`src/sv/fsp_pkg.sv`:
```
`timescale 1ns / 1ps
package fsp_pkg;

  localparam int NumWidth = 32;
  localparam int MagW     = NumWidth - 1;
  localparam int CntW     = $clog2(MagW + 1);

  localparam logic [7:0] CharZero  = 8'h30;
  localparam logic [7:0] CharNine  = 8'h39;
  localparam logic [7:0] CharMinus = 8'h2D;
  localparam logic [7:0] CharPlus  = 8'h2B;

  typedef logic [4:0] fsp_cmd_t;

  localparam fsp_cmd_t CMD_NOP      = 5'd0;
  localparam fsp_cmd_t CMD_LATCH    = 5'd1;
  localparam fsp_cmd_t CMD_APPLY    = 5'd2;
  localparam fsp_cmd_t CMD_ABORT    = 5'd3;
  localparam fsp_cmd_t CMD_GCD_LD_F = 5'd4;
  localparam fsp_cmd_t CMD_GCD_LD_R = 5'd5;
  localparam fsp_cmd_t CMD_GCD_STEP = 5'd6;
  localparam fsp_cmd_t CMD_DIV_LD_A = 5'd7;
  localparam fsp_cmd_t CMD_DIV_LD_C = 5'd8;
  localparam fsp_cmd_t CMD_DIV_LD_M = 5'd9;
  localparam fsp_cmd_t CMD_DIV_STEP = 5'd10;
  localparam fsp_cmd_t CMD_Q_SAVE   = 5'd11;
  localparam fsp_cmd_t CMD_MUL_L    = 5'd12;
  localparam fsp_cmd_t CMD_MUL_T1   = 5'd13;
  localparam fsp_cmd_t CMD_MUL_T2   = 5'd14;
  localparam fsp_cmd_t CMD_ADD      = 5'd15;
  localparam fsp_cmd_t CMD_OUT      = 5'd16;

  typedef struct packed {
    logic last;
    logic den_end;
    logic den_zero;
    logic err;
    logic gcd_done;
    logic div_done;
    logic out_busy;
  } fsp_status_t;

endpackage

```
`src/sv/fsp_datapath.sv`:
```
`timescale 1ns / 1ps
module fsp_datapath (
  input  logic                         clk,
  input  logic                         rst,
  input  fsp_pkg::fsp_cmd_t            cmd,
  output fsp_pkg::fsp_status_t         status,
  input  logic [7:0]                   char_code,
  input  logic                         last_char,
  output logic                         out_valid,
  input  logic                         out_ready,
  output logic signed [31:0]           sum_numerator,
  output logic [30:0]                  sum_denominator,
  output logic                         error_flag
);
  import fsp_pkg::*;

  localparam logic [1:0] PhaseStart = 2'd0;
  localparam logic [1:0] PhaseNum   = 2'd1;
  localparam logic [1:0] PhaseDen   = 2'd2;

  logic [7:0]        ch;
  logic              last_q;
  logic              acc_neg;
  logic [MagW-1:0]   acc_mag;
  logic [MagW-1:0]   acc_den;
  logic [MagW-1:0]   cur_num;
  logic [MagW-1:0]   cur_den;
  logic              cur_neg;
  logic [1:0]        phase;
  logic              err;

  logic [MagW-1:0]   ga, gb, g;
  logic [CntW-1:0]   gk;
  logic [MagW-1:0]   dr, dq, dg, qa;
  logic [CntW-1:0]   dcnt;
  logic [MagW-1:0]   l_val, t1;
  logic [2*MagW-1:0] prod;
  logic [MagW-1:0]   mul_a, mul_b;

  logic              dig;
  logic [3:0]        dval;
  logic              gcd_done;
  logic [MagW:0]     div_t;
  logic              prod_ovf;
  logic [MagW:0]     sum_s;
  logic              same_sign;

  function automatic logic [MagW+3:0] dig_ext(input logic [MagW-1:0] v, input logic [3:0] d);
    dig_ext = {1'b0, v, 3'b000} + {3'b000, v, 1'b0} + {{MagW{1'b0}}, d};
  endfunction

  logic [MagW+3:0] num_ext, den_ext;

  assign dig      = (ch >= CharZero) && (ch <= CharNine);
  assign dval     = dig ? 4'(ch - CharZero) : 4'd0;
  assign num_ext  = dig_ext(cur_num, dval);
  assign den_ext  = dig_ext(cur_den, dval);
  assign gcd_done = (ga == '0) || (gb == '0);
  assign div_t    = {dr, dq[MagW-1]};
  assign prod_ovf = |prod[2*MagW-1:MagW];
  assign same_sign = (acc_neg == cur_neg);
  assign sum_s    = {1'b0, t1} + {1'b0, prod[MagW-1:0]};

  always_comb begin
    unique case (cmd)
      CMD_MUL_L: begin
        mul_a = qa;
        mul_b = cur_den;
      end
      CMD_MUL_T1: begin
        mul_a = acc_mag;
        mul_b = dq;
      end
      default: begin
        mul_a = cur_num;
        mul_b = qa;
      end
    endcase
  end

  assign status.last     = last_q;
  assign status.den_end  = (phase == PhaseDen) && !dig;
  assign status.den_zero = (cur_den == '0);
  assign status.err      = err;
  assign status.gcd_done = gcd_done;
  assign status.div_done = (dcnt == '0);
  assign status.out_busy = out_valid && !out_ready;

  always_ff @(posedge clk) begin
    if (rst) begin
      acc_neg   <= 1'b0;
      acc_mag   <= '0;
      acc_den   <= MagW'(1);
      cur_num   <= '0;
      cur_den   <= '0;
      cur_neg   <= 1'b0;
      phase     <= PhaseStart;
      err       <= 1'b0;
      dcnt      <= '0;
      out_valid <= 1'b0;
    end else begin
      if (out_valid && out_ready && cmd != CMD_OUT) begin
        out_valid <= 1'b0;
      end
      unique case (cmd)
        CMD_LATCH: begin
          ch     <= char_code;
          last_q <= last_char;
        end
        CMD_APPLY: begin
          if (phase == PhaseDen) begin
            if (|den_ext[MagW+3:MagW]) begin
              err     <= 1'b1;
              cur_den <= '0;
            end else begin
              cur_den <= den_ext[MagW-1:0];
            end
          end else if (phase != PhaseNum && (ch == CharMinus || ch == CharPlus)) begin
            phase   <= PhaseNum;
            cur_neg <= (ch == CharMinus);
          end else if (dig) begin
            phase <= PhaseNum;
            if (|num_ext[MagW+3:MagW]) begin
              err     <= 1'b1;
              cur_num <= '0;
            end else begin
              cur_num <= num_ext[MagW-1:0];
            end
          end else begin
            phase <= PhaseDen;
          end
        end
        CMD_ABORT: begin
          if (cur_den == '0) begin
            err <= 1'b1;
          end
          cur_num <= '0;
          cur_den <= '0;
          cur_neg <= 1'b0;
          phase   <= PhaseStart;
        end
        CMD_GCD_LD_F: begin
          ga <= acc_den;
          gb <= cur_den;
          gk <= '0;
        end
        CMD_GCD_LD_R: begin
          ga <= acc_mag;
          gb <= acc_den;
          gk <= '0;
        end
        CMD_GCD_STEP: begin
          if (gcd_done) begin
            g <= (ga | gb) << gk;
          end else if (!ga[0] && !gb[0]) begin
            ga <= ga >> 1;
            gb <= gb >> 1;
            gk <= gk + CntW'(1);
          end else if (!ga[0]) begin
            ga <= ga >> 1;
          end else if (!gb[0]) begin
            gb <= gb >> 1;
          end else if (ga >= gb) begin
            ga <= ga - gb;
          end else begin
            gb <= gb - ga;
          end
        end
        CMD_DIV_LD_A, CMD_DIV_LD_C, CMD_DIV_LD_M: begin
          dr   <= '0;
          dg   <= g;
          dcnt <= CntW'(MagW);
          if (cmd == CMD_DIV_LD_A) begin
            dq <= acc_den;
          end else if (cmd == CMD_DIV_LD_C) begin
            dq <= cur_den;
          end else begin
            dq <= acc_mag;
          end
        end
        CMD_DIV_STEP: begin
          if (dcnt != '0) begin
            dcnt <= dcnt - CntW'(1);
            if (div_t >= {1'b0, dg}) begin
              dr <= MagW'(div_t - {1'b0, dg});
              dq <= {dq[MagW-2:0], 1'b1};
            end else begin
              dr <= div_t[MagW-1:0];
              dq <= {dq[MagW-2:0], 1'b0};
            end
          end
        end
        CMD_Q_SAVE: begin
          qa <= dq;
        end
        CMD_MUL_L: begin
          prod <= mul_a * mul_b;
        end
        CMD_MUL_T1: begin
          l_val <= prod[MagW-1:0];
          if (prod_ovf) begin
            err <= 1'b1;
          end
          prod <= mul_a * mul_b;
        end
        CMD_MUL_T2: begin
          t1 <= prod[MagW-1:0];
          if (prod_ovf) begin
            err <= 1'b1;
          end
          prod <= mul_a * mul_b;
        end
        CMD_ADD: begin
          // The product register holds the scaled current numerator here.
          if (prod_ovf || (same_sign && sum_s[MagW])) begin
            err <= 1'b1;
          end else if (!err) begin
            acc_den <= l_val;
            if (same_sign) begin
              acc_mag <= sum_s[MagW-1:0];
              acc_neg <= acc_neg && (sum_s[MagW-1:0] != '0);
            end else if (t1 >= prod[MagW-1:0]) begin
              acc_mag <= t1 - prod[MagW-1:0];
              acc_neg <= acc_neg && (t1 != prod[MagW-1:0]);
            end else begin
              acc_mag <= prod[MagW-1:0] - t1;
              acc_neg <= cur_neg;
            end
          end
          cur_num <= '0;
          cur_den <= '0;
          cur_neg <= 1'b0;
          phase   <= PhaseStart;
        end
        CMD_OUT: begin
          out_valid <= 1'b1;
          if (err) begin
            sum_numerator   <= '0;
            sum_denominator <= 31'd1;
            error_flag      <= 1'b1;
          end else begin
            sum_numerator   <= acc_neg ? -$signed({1'b0, qa}) : $signed({1'b0, qa});
            sum_denominator <= dq;
            error_flag      <= 1'b0;
          end
          acc_neg <= 1'b0;
          acc_mag <= '0;
          acc_den <= MagW'(1);
          cur_num <= '0;
          cur_den <= '0;
          cur_neg <= 1'b0;
          phase   <= PhaseStart;
          err     <= 1'b0;
        end
        default: begin
        end
      endcase
    end
  end

  a_rise_from_out: assert property (@(posedge clk) disable iff (rst)
    $rose(out_valid) |-> $past(cmd == CMD_OUT))
    else $error("result appeared without an output command");

  a_div_nonzero: assert property (@(posedge clk) disable iff (rst)
    (cmd == CMD_DIV_STEP && dcnt != '0) |-> (dg != '0))
    else $error("divider running with a zero divisor");

  a_den_nonzero: assert property (@(posedge clk) disable iff (rst)
    acc_den != '0)
    else $error("running denominator became zero");

endmodule

```
`src/sv/fsp_ctrl.sv`:
```
`timescale 1ns / 1ps
module fsp_ctrl (
  input  logic                 clk,
  input  logic                 rst,
  input  logic                 in_valid,
  output logic                 in_ready,
  input  fsp_pkg::fsp_status_t status,
  output fsp_pkg::fsp_cmd_t    cmd
);
  import fsp_pkg::*;

  localparam logic [4:0] S_IDLE    = 5'd0;
  localparam logic [4:0] S_DECODE  = 5'd1;
  localparam logic [4:0] S_APPLY   = 5'd2;
  localparam logic [4:0] S_FSTART  = 5'd3;
  localparam logic [4:0] S_FGCD    = 5'd4;
  localparam logic [4:0] S_FDIVA_L = 5'd5;
  localparam logic [4:0] S_FDIVA   = 5'd6;
  localparam logic [4:0] S_FDIVC_L = 5'd7;
  localparam logic [4:0] S_FDIVC   = 5'd8;
  localparam logic [4:0] S_MUL_T1  = 5'd9;
  localparam logic [4:0] S_MUL_T2  = 5'd10;
  localparam logic [4:0] S_ADD     = 5'd11;
  localparam logic [4:0] S_RSTART  = 5'd12;
  localparam logic [4:0] S_RGCD    = 5'd13;
  localparam logic [4:0] S_RDIVM_L = 5'd14;
  localparam logic [4:0] S_RDIVM   = 5'd15;
  localparam logic [4:0] S_RDIVA_L = 5'd16;
  localparam logic [4:0] S_RDIVA   = 5'd17;
  localparam logic [4:0] S_OUT     = 5'd18;

  logic [4:0] state, state_next;
  logic       fin_last, fin_last_next;
  logic [4:0] ret_state;

  assign in_ready  = (state == S_IDLE);
  assign ret_state = fin_last ? S_RSTART : S_APPLY;

  always_comb begin
    state_next    = state;
    fin_last_next = fin_last;
    cmd           = CMD_NOP;
    unique case (state)
      S_IDLE: begin
        if (in_valid) begin
          cmd        = CMD_LATCH;
          state_next = S_DECODE;
        end
      end
      S_DECODE: begin
        if (status.den_end) begin
          fin_last_next = 1'b0;
          state_next    = S_FSTART;
        end else begin
          state_next = S_APPLY;
        end
      end
      S_APPLY: begin
        cmd = CMD_APPLY;
        if (status.last) begin
          fin_last_next = 1'b1;
          state_next    = S_FSTART;
        end else begin
          state_next = S_IDLE;
        end
      end
      S_FSTART: begin
        if (status.den_zero || status.err) begin
          cmd        = CMD_ABORT;
          state_next = ret_state;
        end else begin
          cmd        = CMD_GCD_LD_F;
          state_next = S_FGCD;
        end
      end
      S_FGCD: begin
        cmd = CMD_GCD_STEP;
        if (status.gcd_done) begin
          state_next = S_FDIVA_L;
        end
      end
      S_FDIVA_L: begin
        cmd        = CMD_DIV_LD_A;
        state_next = S_FDIVA;
      end
      S_FDIVA: begin
        if (status.div_done) begin
          cmd        = CMD_Q_SAVE;
          state_next = S_FDIVC_L;
        end else begin
          cmd = CMD_DIV_STEP;
        end
      end
      S_FDIVC_L: begin
        cmd        = CMD_DIV_LD_C;
        state_next = S_FDIVC;
      end
      S_FDIVC: begin
        if (status.div_done) begin
          cmd        = CMD_MUL_L;
          state_next = S_MUL_T1;
        end else begin
          cmd = CMD_DIV_STEP;
        end
      end
      S_MUL_T1: begin
        cmd        = CMD_MUL_T1;
        state_next = S_MUL_T2;
      end
      S_MUL_T2: begin
        cmd        = CMD_MUL_T2;
        state_next = S_ADD;
      end
      S_ADD: begin
        cmd        = CMD_ADD;
        state_next = ret_state;
      end
      S_RSTART: begin
        if (status.err) begin
          state_next = S_OUT;
        end else begin
          cmd        = CMD_GCD_LD_R;
          state_next = S_RGCD;
        end
      end
      S_RGCD: begin
        cmd = CMD_GCD_STEP;
        if (status.gcd_done) begin
          state_next = S_RDIVM_L;
        end
      end
      S_RDIVM_L: begin
        cmd        = CMD_DIV_LD_M;
        state_next = S_RDIVM;
      end
      S_RDIVM: begin
        if (status.div_done) begin
          cmd        = CMD_Q_SAVE;
          state_next = S_RDIVA_L;
        end else begin
          cmd = CMD_DIV_STEP;
        end
      end
      S_RDIVA_L: begin
        cmd        = CMD_DIV_LD_A;
        state_next = S_RDIVA;
      end
      S_RDIVA: begin
        if (status.div_done) begin
          state_next = S_OUT;
        end else begin
          cmd = CMD_DIV_STEP;
        end
      end
      S_OUT: begin
        if (!status.out_busy) begin
          cmd        = CMD_OUT;
          state_next = S_IDLE;
        end
      end
      default: begin
        state_next = S_IDLE;
      end
    endcase
  end

  always_ff @(posedge clk) begin
    if (rst) begin
      state    <= S_IDLE;
      fin_last <= 1'b0;
    end else begin
      state    <= state_next;
      fin_last <= fin_last_next;
    end
  end

  a_out_not_busy: assert property (@(posedge clk) disable iff (rst)
    (cmd == CMD_OUT) |-> !status.out_busy)
    else $error("result written over one not yet taken");

  a_latch_then_decode: assert property (@(posedge clk) disable iff (rst)
    (cmd == CMD_LATCH) |=> (state == S_DECODE))
    else $error("latched character not decoded");

endmodule

```
`src/sv/fraction_sum_parser_unit.sv`:
```
`timescale 1ns / 1ps
// Channel | Handshake           | Beat payload
// input   | in_valid / in_ready | char_code[7:0], last_char
// output  | out_valid/out_ready | sum_numerator[31:0] signed, sum_denominator[30:0], error_flag
//
// A character that does not close a fraction passes through latch, decode and update.
// Closing a fraction adds a binary gcd and two 31-step
// restoring divisions plus three multiplies, all in the one shared datapath.
// Unless an error is flagged, the last beat also runs one more gcd and two divisions to reduce the sum.
// Reset (rst, synchronous) returns the sum to 0/1 and the parser to its start.
// A waiting result stalls the block only when the next result is ready to go out.
module fraction_sum_parser_unit (
  input  logic               clk,
  input  logic               rst,
  input  logic               in_valid,
  output logic               in_ready,
  input  logic [7:0]         char_code,
  input  logic               last_char,
  output logic               out_valid,
  input  logic               out_ready,
  output logic signed [31:0] sum_numerator,
  output logic [30:0]        sum_denominator,
  output logic               error_flag
);
  import fsp_pkg::*;

  fsp_cmd_t    cmd;
  fsp_status_t status;

  fsp_ctrl u_ctrl (
    .clk      (clk),
    .rst      (rst),
    .in_valid (in_valid),
    .in_ready (in_ready),
    .status   (status),
    .cmd      (cmd)
  );

  fsp_datapath u_datapath (
    .clk             (clk),
    .rst             (rst),
    .cmd             (cmd),
    .status          (status),
    .char_code       (char_code),
    .last_char       (last_char),
    .out_valid       (out_valid),
    .out_ready       (out_ready),
    .sum_numerator   (sum_numerator),
    .sum_denominator (sum_denominator),
    .error_flag      (error_flag)
  );

endmodule
```
`config.mk`:
```
export PLATFORM = sky130hd
export DESIGN_NAME = fraction_sum_parser_unit
export DESIGN_NICKNAME = d
export VERILOG_FILES = /design/src/sv/fsp_pkg.sv /design/src/sv/fsp_datapath.sv /design/src/sv/fsp_ctrl.sv /design/src/sv/fraction_sum_parser_unit.sv
export SDC_FILE = /design/constraint.sdc
export NUM_CORES = 2
export LEC_CHECK = 0
export BUFFER_PORTS_ARGS = -buffer_cell sky130_fd_sc_hd__buf_2
export CAP_MARGIN = 20
export CORE_AREA = 2 2 382 460
export DETAILED_ROUTE_END_ITERATION = 8
export DIE_AREA = 0 0 384 462
export GPL_ROUTABILITY_DRIVEN = 0
export GPL_TIMING_DRIVEN = 0
export PLACE_DENSITY = 0.58
export SYNTH_ARGS = -nofsm -noshare
export SYNTH_HDL_FRONTEND = slang
export SYNTH_SLANG_ARGS = --single-unit
```
`constraint.sdc`:
```
create_clock -name clk -period 18 [get_ports clk]
set_input_delay 2.7 -clock clk [delete_from_list [all_inputs] [get_ports clk]]
set_output_delay 2.7 -clock clk [all_outputs]
set_load 0.03 [all_outputs]
```
### Word level (Yosys, flattened, before mapping)

Cells that the tools add are included.

* register bits after elaboration: 560
* logic and storage cells: 289

* add/subtract/negate cells: 14
* multiply operators: 1
* $lt $le $gt $ge: 5
* equal/unequal tests: 72
* shift operators: 1
* multiplexer cells: 94
* bitwise gates (word level): 3
* reductions and logical operators: 68

Operators with widths (count)
* $mux W31: 28
* $pmux W31 S2: 8
* $pmux W31 S3: 2
* $sub A31 B31 Y31: 5
* $pmux W5 S19: 1
* $logic_not A31 Y1: 3
* $eq A5 B4 Y1 const B: 16
* $pmux W5 S15: 1
* $add A34 B32 Y35: 2
* $add A35 B4 Y35: 2
* $mux W5: 14
* $ge A31 B31 Y1: 2
* $mul A31 B31 Y62: 1
* $eq A5 B3 Y1 const B: 8
* $add A31 B31 Y32: 1
* $ge A32 B31 Y1: 1
* $neg A31 Y32: 1
* $ne A31 B31 Y1: 1
* $or A31 B31 Y31: 1
* $reduce_bool A31 Y1: 1
* $reduce_or A31 Y1: 1
* $shl A31 B5 Y31: 1
* $ne A2 B2 Y1 const B: 13
* $mux W1: 23
* 40 further kinds: 121

### Logic depth before layout (Yosys ltp)

* depth in word-level cells: 10
* mapped depth: 38
* depth with buffers taken out: 33

### Hierarchy

A second synthesis with hierarchy kept.

* cell total of the unflattened synthesis: 7982
* area, all modules: 71132.0 um^2

Modules (own cells, without submodules)
* fsp_datapath: instances 1, cells each 7856, area each 70252.4 um^2
* fsp_ctrl: instances 1, cells each 126, area each 879.6 um^2

### Least setup slack after synthesis

No wires, ideal clock.

* kind: in2reg
* start: input rst
* end: register u_datapath.prod[0], enable pin
* arrival time: 12.737 ns
* required time: 17.187 ns
* slack: 4.450 ns
* stages: 3
* path buffers: 2
* path through: clkbuf_1 -> clkbuf_1 -> a2111oi_0

* word-level cells in the longest chain between the ends: 2

RTL lines
* from (decl): line fraction_sum_parser_unit.sv:14 `input logic rst,`
* $not A1 Y1 (no source line)
* $reduce_and A2 Y1 (no source line)
* to (signal assigned): line fsp_datapath.sv:197 `prod <= mul_a * mul_b;`
* to (signal assigned): line fsp_datapath.sv:204 `prod <= mul_a * mul_b;`
* to (signal assigned): line fsp_datapath.sv:211 `prod <= mul_a * mul_b;`
* to (decl): line fsp_datapath.sv:37 `logic [2*MagW-1:0] prod;`

No other way between the ends.
A chain may end at the register's enable or synchronous reset.

### Final worst setup path

* start: register u_datapath.dcnt[0]
* end: register u_datapath.prod[61] (data pin)

* word-level cells in the longest chain between the ends: 6
* elaborated cells between the ends (all ways): 10
* those cells by class: mul: 1; eq/ne: 2; mux: 6; reduce/logical: 1

RTL lines
* from (decl): line fsp_datapath.sv:35 `logic [CntW-1:0] dcnt;`
* from (signal assigned): line fsp_datapath.sv:172 `dcnt <= CntW'(MagW);`
* from (signal assigned): line fsp_datapath.sv:183 `dcnt <= dcnt - CntW'(1);`
* $logic_not A5 Y1 *: line fsp_datapath.sv:86 `assign status.div_done = (dcnt == '0);`
* $mux W1 (tied with other cells): line fsp_ctrl.sv:87, fsp_ctrl.sv:137
* $pmux W5 S15 *: line fsp_ctrl.sv:43 `unique case (state)`
* $eq A5 B4 Y1: line fsp_datapath.sv:65, fsp_datapath.sv:105
* $pmux W31 S2: line fsp_datapath.sv:65 `unique case (cmd)`
* $mul A31 B31 Y62 *: line fsp_datapath.sv:197, fsp_datapath.sv:204, fsp_datapath.sv:211

Every way passes the cells marked *; elsewhere a longest branch is shown, timed or not.

==> impl_metrics.env <==
export IMPL_die_w_um=384
export IMPL_h_tree_depth=2
export IMPL_synth_top_flop_cell="edfxtp_1"
export IMPL_synth_edf_count=419
export IMPL_crit_top_cell="fa_1"
export IMPL_cp_max_fo=10
export IMPL_syn_nets=9014
export IMPL_vias=60000
export IMPL_yosysMostFrequentCell="inv_1"
export IMPL_ios=79
export IMPL_synthMuxAreaShare_pct=2.35
export IMPL_cts_tree="yes"
export IMPL_worstMarginPinSlew_ns=1.39
export IMPL_whs_path_depth=0
export IMPL_drt_wl_total_um=269000
export IMPL_groute_usage_overall_pct=30.2
export IMPL_grt_pass1_wl_um=393000
export IMPL_grt_antenna_before_repair=17
export IMPL_status="finished with violations"
export IMPL_fin_ws_ns=4.43
export IMPL_synth_compound_area_share_pct=14.4
export IMPL_r2r_cells=36
export IMPL_firstDrtPassIters=9
export IMPL_timing_final_crit_share_pct=75.4
export IMPL_routedWlPerCell_um=26.6
export IMPL_fin_cells=10100
export IMPL_cts_hold_fix_buffers=0
export IMPL_r2r_setup_slack_ns=4.43
export IMPL_synth_top_family_by_area="adder cells"
export IMPL_grt_overflow=0
export IMPL_cp_required_ns=18.48
export IMPL_cp_end_kind="flip-flop"
export IMPL_cts_sinks=560
export IMPL_yosysWarnings=0
export IMPL_nNetsFinal=9224
export IMPL_port_buffers=78
export IMPL_setup_viol=0
export IMPL_synth_seq_area_share_pct=22.4
export IMPL_fin_crit_ns=13.57
export IMPL_placementRows=168
export IMPL_clk_pin_slew_worst_paths_ns=0.07
export IMPL_drive_above_1_share_pct=5.17
export IMPL_insertion_delay_ns=0.75
export IMPL_fmax_mhz=73.7
export IMPL_preCtsSetupSlack_ns=4.93
export IMPL_ctsRootBufferMaster="clkbuf_16"
export IMPL_maxSlewHeadroom_pct=7.64
export IMPL_min_to="u_datapath.dg[7]$_DFFE_PP_"
export IMPL_max_cap_viol_count=0
export IMPL_postPlaceCellArea_sq_um=73000
export IMPL_crit_slowest_cell="a221oi_2"
export IMPL_hold_viol_final=0
export IMPL_crit_family="adder cells"
export IMPL_worst_clock_skew_ns=0.0387
export IMPL_cellLeakagePower_nw=33.7
export IMPL_synth_area_leaders="fa_1 25%, edfxtp_1 18%, ha_1 11%"
export IMPL_drt_vias_per_instance=5.93
export IMPL_netlist_top_cells_count="1054 x inv_1, 847 x fa_1, 822 x nor2_1, 757 x nand2_1, 597 x ha_1"
export IMPL_ys_async_sr_fraction_pct=0
export IMPL_die_height_um=462
export IMPL_syn_to_final_growth_pct=9.24
export IMPL_drt_iter0_markers=7039
export IMPL_max_stage_delay_ns=1.11
export IMPL_dp_hpwl_um=217000
export IMPL_netlist_area_sq_um=68900
export IMPL_yosysTopAreaCellShare_pct=24.6
export IMPL_critical_path_arrival_ns=14.05
export IMPL_cts_buffer_depth=3
export IMPL_grt_pass1_vias=59500
export IMPL_die_area_sq_um=177000
export IMPL_yosys_area_share_simple_pct=14.0
export IMPL_synth_xor_area_share_pct=3.38
export IMPL_ir_worst_vdd_mv=0.117
export IMPL_start_util_pct=39.7
export IMPL_remaining_drc_errors=106
export IMPL_p_total_mw=8.32
export IMPL_syn_inst=7557
export IMPL_hp_class="reg -> reg"
export IMPL_critPathKind="reg -> reg"
export IMPL_final_max_slew_violation_count=0
export IMPL_synth_seq_cells=560
export IMPL_place_inst=9991
export IMPL_whs_ns=0.418
export IMPL_syn_avg_cell_area_sq_um=9.12
export IMPL_core_sq_um=173000
export IMPL_post_cts_buffers=0
export IMPL_cts_buffers=61
export IMPL_yosys_area_top_type="fa_1"
export IMPL_final_cell_area_sq_um=75300
export IMPL_start_kind="flip-flop"
export IMPL_yosysUniqueCellTypes=93
export IMPL_r2r_start="u_datapath.dcnt[0]$_SDFFE_PP0P_"
export IMPL_rsz0062_at_grt="no"
export IMPL_synth_fa_ha_area_share_pct=35.4
export IMPL_violations="DRC"
export IMPL_ant_nets=0
export IMPL_power_density_nw_per_um2=110
export IMPL_critPathLaunch="u_datapath.dcnt[0]$_SDFFE_PP0P_"
export IMPL_rr_endpoint="u_datapath.prod[61]$_DFFE_PP_"
export IMPL_grt_start_max_net_pins=40
export IMPL_crit_buf_inv=10
export IMPL_holdCritStartpoint="u_datapath.g[7]$_SDFFCE_PP0P_"
export IMPL_cts_resized=0
[flip-flops by register name, summed over array words and instances (netlist names), 2 cells and up]
signal                      flops
u_datapath.qa                  31
u_datapath.ch                   8
u_datapath.acc_mag             31
u_datapath.cur_den             31
u_datapath.g                   31
u_datapath.phase                2
u_datapath.dcnt                 5
u_datapath.sum_denominator     31
u_datapath.cur_num             31
u_datapath.acc_den             31
u_datapath.prod                62
u_datapath.gk                   5
u_datapath.gb                  31
u_datapath.ga                  31
u_ctrl.state                    5
u_datapath.dq                  31
u_datapath.l_val               31
u_datapath.sum_numerator       32
u_datapath.t1                  31
u_datapath.dr                  31
u_datapath.dg                  31
[routing by layer]
| metal | track usage, % | wire length (um) |
|---|---|---|
| met5 | 0.245 | 225 |
| met4 | 21.6 | 24100 |
| met2 | 45.7 | 115000 |
| met1 | 35.7 | 97000 |
| met3 | 10.2 | 32800 |
[logic make-up (layout without fill, tap and decap cells)]
kind of cell | after synthesis | in the layout
AND/OR/NAND/NOR | 2192 | 2192
AO/OA/AOI/OAI | 1496 | 1496
buffers and inverters | 1471 | 1734
adder cells (fa/ha/maj) | 1444 | 1444
flip-flops | 560 | 560
XOR/XNOR | 266 | 266
multiplexers | 128 | 128
other | 0 | 11
[where the power goes]
part	total, mW	internal [mW]	switching [mW]
Sequential	1.74	1.60	0.141
Clock	1.36	0.761	0.598
Combinational	5.22	1.76	3.46
Total	8.32	4.12	4.20
[area by class of cell]
class,instances,area [sq um]
Sequential cell,560,15400
Multi-Input combinational cell,5526,48200
Antenna cell,11,27.5
Clock inverter,41,526
Fill cell,17100,98100
Clock buffer,75,1610
Tap cell,2295,2870
Timing Repair Buffer,147,1100
Buffer,413,1620
Inverter,1058,3970
[stage by stage]
stage | TNS, ns | utilization [%]
6_report | 0 | 43.4
5_1_grt | 0 | 43.4
4_1_cts | 0 | 43.3
3_5_place_dp | 0 | 42.1
3_3_place_gp | -112.60 | 41.6
2_1_floorplan | 0 | -
[cell usage in the layout, fill, tap and decap left out, drive strengths merged, types with 26 or more instances in the layout]
| cell type | n |
|---|---|
| and3 | 26 |
| and2 | 95 |
| a21oi | 458 |
| nand4 | 53 |
| nor2b | 84 |
| a221o | 62 |
| a221oi | 67 |
| o21ai | 315 |
| a222oi | 32 |
| o21a | 31 |
| nand3 | 82 |
| xnor2 | 176 |
| a211oi | 52 |
| o21bai | 75 |
| ha | 597 |
| xor2 | 90 |
| o211ai | 27 |
| fa | 847 |
| a22o | 63 |
| nor3 | 81 |
| nor2 | 822 |
| edfxtp | 419 |
| nand2b | 38 |
| buf | 202 |
| nor4 | 63 |
| inv | 1061 |
| dfxtp | 141 |
| mux2i | 84 |
| a21o | 92 |
| o31ai | 35 |
| or3 | 31 |
| clkbuf | 433 |
| nand2 | 757 |
[how the worst max path moves through the flow]
| stage | to | cells past startpoint | slack, ns |
|---|---|---|---|
| finish | u_datapath.prod[61]$_DFFE_PP_ | 36 | 4.43 |
| global route | u_datapath.prod[61]$_DFFE_PP_ | 36 | 4.09 |
| CTS | u_datapath.prod[61]$_DFFE_PP_ | 35 | 4.88 |
| detailed placement | u_datapath.prod[61]$_DFFE_PP_ | 35 | 4.93 |
| global placement | u_datapath.prod[43]$_DFFE_PP_ | 4 | -1.84 |
| floorplan | u_datapath.prod[0]$_DFFE_PP_ | 3 | 4.45 |
(Power assumes the default switching activity.)
